**src/hw/rtl/smpm_pkg.sv**
```systemverilog
// ----------------------------------------------------------------------------
// smpm_pkg
// Shared types and codes for the subset-mask partition matcher.
// ----------------------------------------------------------------------------
package smpm_pkg;

    // Input command codes
    typedef enum logic [1:0] {
        CMD_QUERY = 2'd0,
        CMD_ADD   = 2'd1,
        CMD_CLEAR = 2'd2
    } cmd_t;

    // Result status codes
    typedef enum logic [2:0] {
        ST_MATCH   = 3'd0,
        ST_NOMATCH = 3'd1,
        ST_ADDED   = 3'd2,
        ST_FULL    = 3'd3,
        ST_ZERO    = 3'd4,
        ST_CLEARED = 3'd5
    } status_t;

    // Controller states
    typedef enum logic [2:0] {
        S_IDLE,
        S_DECODE,
        S_SCAN,
        S_PLACE,
        S_INSERT,
        S_RESP,
        S_QCMP,
        S_EMIT
    } state_t;

    // Controller -> datapath commands
    typedef struct packed {
        logic    load;        // latch input transaction
        logic    scan_start;  // arm bucket scan
        logic    scan_step;   // run one bucket scan step
        logic    place;       // find insert position
        logic    insert;      // write new entry, bump fill
        logic    clear;       // empty table
        logic    qcmp;        // compare all entries with filter
        logic    emit_match;  // send next matching id
        logic    emit_single; // send one final result
        status_t status;      // status for emit_single
    } dp_cmd_t;

    // Datapath -> controller status
    typedef struct packed {
        cmd_t cmd;
        logic is_zero;
        logic is_full;
        logic scan_done;
        logic match_any;
        logic match_one;
        logic out_free;
    } dp_stat_t;

endpackage

```
**src/hw/rtl/smpm_ctrl.sv**
```systemverilog
// ----------------------------------------------------------------------------
// smpm_ctrl
// Sequencer for query, add and clear transactions.
// ----------------------------------------------------------------------------
module smpm_ctrl (
    input  logic               aclk,
    input  logic               aresetn,
    input  logic               s_tvalid,
    output logic               s_tready,
    input  smpm_pkg::dp_stat_t stat,
    output smpm_pkg::dp_cmd_t  cmd
);
    import smpm_pkg::*;

    state_t  state_reg, state_next;
    status_t resp_reg, resp_next;

    always_ff @(posedge aclk) begin
        if (!aresetn) begin
            state_reg <= S_IDLE;
            resp_reg  <= ST_ADDED;
        end else begin
            state_reg <= state_next;
            resp_reg  <= resp_next;
        end
    end

    // Next state
    always_comb begin
        state_next = state_reg;
        resp_next  = resp_reg;
        unique case (state_reg)
            S_IDLE: begin
                if (s_tvalid) state_next = S_DECODE;
            end
            S_DECODE: begin
                unique case (stat.cmd)
                    CMD_QUERY: state_next = S_QCMP;
                    CMD_ADD: begin
                        priority if (stat.is_zero) begin
                            resp_next  = ST_ZERO;
                            state_next = S_RESP;
                        end else if (stat.is_full) begin
                            resp_next  = ST_FULL;
                            state_next = S_RESP;
                        end else begin
                            state_next = S_SCAN;
                        end
                    end
                    CMD_CLEAR: begin
                        resp_next  = ST_CLEARED;
                        state_next = S_RESP;
                    end
                    default: state_next = S_IDLE;
                endcase
            end
            S_SCAN: begin
                if (stat.scan_done) state_next = S_PLACE;
            end
            S_PLACE: state_next = S_INSERT;
            S_INSERT: begin
                resp_next  = ST_ADDED;
                state_next = S_RESP;
            end
            S_RESP: begin
                if (stat.out_free) state_next = S_IDLE;
            end
            S_QCMP: state_next = S_EMIT;
            S_EMIT: begin
                if (stat.out_free && (!stat.match_any || stat.match_one)) begin
                    state_next = S_IDLE;
                end
            end
            default: state_next = S_IDLE;
        endcase
    end

    // Outputs
    always_comb begin
        cmd      = '0;
        cmd.status = resp_reg;
        s_tready = 1'b0;
        unique case (state_reg)
            S_IDLE: begin
                s_tready = 1'b1;
                cmd.load = s_tvalid;
            end
            S_DECODE: begin
                cmd.scan_start = (stat.cmd == CMD_ADD);
                cmd.clear      = (stat.cmd == CMD_CLEAR);
            end
            S_SCAN:   cmd.scan_step = 1'b1;
            S_PLACE:  cmd.place     = 1'b1;
            S_INSERT: cmd.insert    = 1'b1;
            S_RESP:   cmd.emit_single = stat.out_free;
            S_QCMP:   cmd.qcmp      = 1'b1;
            S_EMIT: begin
                if (stat.out_free) begin
                    if (stat.match_any) begin
                        cmd.emit_match = 1'b1;
                    end else begin
                        cmd.emit_single = 1'b1;
                        cmd.status      = ST_NOMATCH;
                    end
                end
            end
            default: ;
        endcase
    end
endmodule

```
**config.mk**
```make
export PLATFORM = sky130hd
export DESIGN_NAME = smpm_ctrl
export DESIGN_NICKNAME = d
export VERILOG_FILES = /design/src/hw/rtl/smpm_pkg.sv /design/src/hw/rtl/smpm_ctrl.sv
export SDC_FILE = /design/constraint.sdc
export NUM_CORES = 1
export LEC_CHECK = 0
export ABC_AREA = 1
export BUFFER_PORTS_ARGS = -buffer_cell sky130_fd_sc_hd__buf_2
export CAP_MARGIN = 20
export CORE_MARGIN = 4
export CORE_UTILIZATION = 35
export CTS_CLUSTER_DIAMETER = 40
export DETAILED_ROUTE_END_ITERATION = 8
export PLACE_DENSITY = 0.7
export SLEW_MARGIN = 30
export SYNTH_ARGS = -nofsm -noshare
export SYNTH_HDL_FRONTEND = slang
export SYNTH_SLANG_ARGS = --single-unit
export TNS_END_PERCENT = 100
```
**constraint.sdc**
```tcl
create_clock -name aclk -period 1.5 [get_ports aclk]
set_clock_uncertainty 0.2 [all_clocks]
set_input_delay 0.075 -clock aclk [delete_from_list [all_inputs] [get_ports aclk]]
set_output_delay 0.075 -clock aclk [all_outputs]
set_load 0.02 [all_outputs]
```
### Yosys cells after proc, flatten, opt, wreduce, memory -nomap -nowiden

Index checks and enable logic that the tools add are counted.

* flip-flop bits (word level): 6
* output and inout bits: 13
* logic and storage cells: 51
* input port bits: 11

* mux-type cells: 26
* reductions and logical operators: 8
* equality and inequality tests: 15

Operators with widths (count)
* 2-to-1 mux 3 bit: 9
* one-hot mux 3 bit (8 select lines): 1
* == test 3 bit, second input constant: 4
* one-hot mux 3 bit (2 select lines): 2
* 2-to-1 mux 1 bit: 10
* one-hot mux 3 bit (3 select lines): 1
* inequality test 2 bit, second input constant: 4
* == test 3 x 2 -> 1 bit, second input constant: 2
* 2-to-1 mux 5 bit: 1
* 2-to-1 mux 4 bit: 1
* inequality test 4 bit, second input constant: 1
* AND reduction 4 bit: 1
* == test 3 x 1 -> 1 bit, second input constant: 1
* zero test 3 bit: 1
* inequality test 3 bit, second input constant: 1
* AND reduction 3 bit: 1
* == test 2 x 1 -> 1 bit, second input constant: 1
* == test 2 bit, second input constant: 1
* zero test 2 bit: 1
* one-hot mux 1 bit (2 select lines): 1
* nonzero test 2 bit: 1
* logical AND 1 bit: 1
* zero test 1 bit: 1
* logical OR 1 bit: 1

### Longest topological paths before layout

* word-level depth: 5
* mapped depth: 9
* depth with buffers taken out: 9

### Worst setup path before layout

No wires, ideal clock.

* path type: reg2out
* start point: register state_reg[1]
* end point: output cmd[4] (netlist bit)
* data arrival time: 1199 ps
* cell stages (with the launch flop): 3
* setup slack: 26 ps
* buffers on the path: 0
* path through: dfxtp_1 inv_2 nor4_1

RTL lines
* from (decl): RTL line smpm_ctrl.sv:15 `state_t state_reg, state_next;`
* from (signal assigned): RTL line smpm_ctrl.sv:23 `state_reg <= state_next;`
* to (decl): RTL line smpm_ctrl.sv:11 `output smpm_pkg::dp_cmd_t cmd`

==> flow_summary.toml <==
[outcome]
outcome = "finished, final reports clean"

[cts]
cts_tree = "yes"
h-tree-depth = 1
clock-root-buffer = "clkbuf_4"
numCtsBuffers = 3
clk_pin_slew_ns = 0.04
clock_sinks = 6
clock_path_buffers = 2
insertion_delay_ns = 0.24

[min_path]
min_from = "stat[3]"
worstHoldEndpoint = "state_reg[0]"
hold_path_depth = 5
hold_class = "in2reg"

[timing]
max_freq_mhz = 678
relSlewSlack_pct = 83.3
period_share_pct = 98.3
setup_viol = 0
final_max_slew_viol_count = 0
period_needed_ns = 1.47
hold_viol = 0
rsz0062_at_grt = "yes"
tns_ns = 0
worst_pin_slew_ns = 0.249

[setup_path]
cp.required_ns = 1.22
r2r-start = "state_reg[0]"
startpoint_type = "flip-flop"
reg2reg_depth = 6
critPathKind = "reg2out"
crit_arrival_ns = 1.20
r2r-end = "resp_reg[1]"
worst_setup_path_end_kind = "primary output"
cp_max_fo = 8
rrSetupSlack_ns = 0.16

[synth]
synthesis.nets = 124
ys_ff_latch = 6
syn_area_um2 = 598
synth.distinct_cells = 16
avgSynthCellArea_um2 = 5.49
syn_inst = 109
yosysWarnings = 0
seq_area_frac_synth_pct = 20.1

[pwr]
power_mw = 1.04
leakage_nw = 0.521
p_switching_mw = 0.501
p_per_area_mw_per_mm2 = 1230
combinationalPowerShare_pct = 58.5
p_clk_share_pct = 14.4
p_int_mw = 0.539
p_sw_share_pct = 48.2
p_seq_share_pct = 27.1
irDropWorstVdd_mv = 0.463

[routing]
wl_per_cell_um = 10.1
firstDrtPassIters = 4
avgViaCountPerCell = 4.67
drtIter0Drc = 22
ant_nets = 0
wirelength_um = 1560
drc = 0
vias = 719

[cells_and_area]
multiInputGateArea_um2 = 415
nets = 155
drive_gt1_share_pct = 34.8
seqCellArea_um2 = 131
num_antenna_cells = 0
areaGrowthSynthToFinish_pct = 40.8
fillerInstances = 177

[global_routing]
grt_pass1_wl_um = 2650
grt_pass1_vias = 635
grt_overflow_total = 0
track_usage_pct = 13.9
antenna_found_initial = 0
grt_start_max_net_pins = 9

[floorplan]
die_area_mm2 = 0.00243
ioPinCount = 24
fp.dieW_um = 49.3
start_util_pct = 38.4
rows = 14
core_area_mm2 = 0.00156
fp.dieH_um = 49.3

[placed_design]
numPortBuffers = 23
place_hpwl_um = 1170
place.gp.congestion = 0.856

[job]
cap_violations = 0
-- layout make-up --
class,instances,share of cell area (%)
Inverter,23,10.8
Multi-Input combinational cell,79,49.3
Tap cell,16,2.38
Clock buffer,3,2.67
Sequential cell,6,15.6
Timing Repair Buffer,27,19.2
-- routing by layer --
layer	global-route usage [%]	part of all wire [%]
met1	15.9	43
met2	24.1	51
met3	2.14	3.7
met4	8.06	2.7
met5	0	0
-- cell usage after synthesis --
library cell | count | area (um^2)
o21ai_0 | 1 | 5.00
inv_2 | 2 | 7.51
nor3_2 | 1 | 10.0
nand2_1 | 29 | 109
nor2_2 | 5 | 31.3
buf_2 | 1 | 5.00
or2_1 | 1 | 6.26
a21oi_1 | 7 | 35.0
ha_1 | 4 | 50.1
nor2_1 | 17 | 63.8
nand3_1 | 8 | 40.0
nor4_1 | 1 | 6.26
inv_1 | 21 | 78.8
nor3_1 | 1 | 5.00
dfxtp_1 | 6 | 120
nand2_2 | 4 | 25.0
-- worst max-delay path, cell delays in order, from the launching register on --
cell,delay (ns)
dfxtp_4,0.37
nand2_4,0.10
nor2_4,0.04
nand3_2,0.06
inv_2,0.04
or2_1,0.21
buf_6,0.13
-- through the flow --
| stage | hold WS (ns) | cell area, um^2 | worst slack (ns) | utilization, % | std cells |
|---|---|---|---|---|---|
| after floorplan | -0.0563 | 598 | 0.0257 | - | 109 |
| after global placement | 0.101 | 728 | 0.130 | 46.7 | 147 |
| after detailed placement | 0.103 | 728 | 0.0826 | 46.7 | 147 |
| after CTS | 0.0197 | 800 | 0.00796 | 51.3 | 153 |
| after global routing | 0.0427 | 842 | -0.0360 | 54.0 | 154 |
| final | 0.0183 | 842 | 0.0260 | 54.0 | 154 |
-- cells by family after synthesis --
group           after synthesis  synth area share, %
fa+ha+maj                     4                 8.37
simple gates                 67                 49.6
buf+inv                      24                 15.3
flops                         6                 20.1
compound gates                8                 6.69
-- power by group through the flow --
stage	Combinational, mW	Clock [mW]	Sequential (mW)
2_1_floorplan	0.407	0	0.238
3_3_place_gp	0.516	0	0.261
3_5_place_dp	0.518	0	0.262
4_1_cts	0.564	0.149	0.268
5_1_grt	0.683	0.170	0.290
6_report	0.608	0.149	0.282
-- repair_timing --
| item | 4_1_cts | 5_1_grt |
|---|---|---|
| hold endpoints to repair | 6 | 0 |
| hold buffers | 1 | 0 |
| buffers inserted | 2 | 1 |
| gates resized for setup | 9 | 11 |
| setup endpoints to repair | 8 | 8 |
| pin swaps | 0 | 1 |
-- how the worst max path moves through the flow --
stage	slack, ns	cells past startpoint	to	start
finish	0.03	6	cmd[0]	state_reg[0]
global route	-0.04	6	cmd[0]	state_reg[0]
CTS	0.008	6	cmd[0]	state_reg[1]
detailed placement	0.08	6	cmd[0]	state_reg[0]
global placement	0.13	6	cmd[0]	state_reg[2]
floorplan	0.03	2	cmd[4]	state_reg[1]
-- placed cells by master, fill, tap and decap left out, types with 2 or more instances in the layout --
cell      netlist  layout
nand2_1        29      29
inv_1          21      20
buf_2           1      19
nor2_1         17      16
nand3_1         8       7
a21oi_1         7       7
buf_4           0       6
nor2_2          5       4
ha_1            4       4
nand2_2         4       3
clkbuf_4        0       3
dfxtp_1         6       3
dfxtp_4         0       3
inv_2           2       2
nor2_4          0       2
Note: power is estimated with default switching activity, not from simulation.
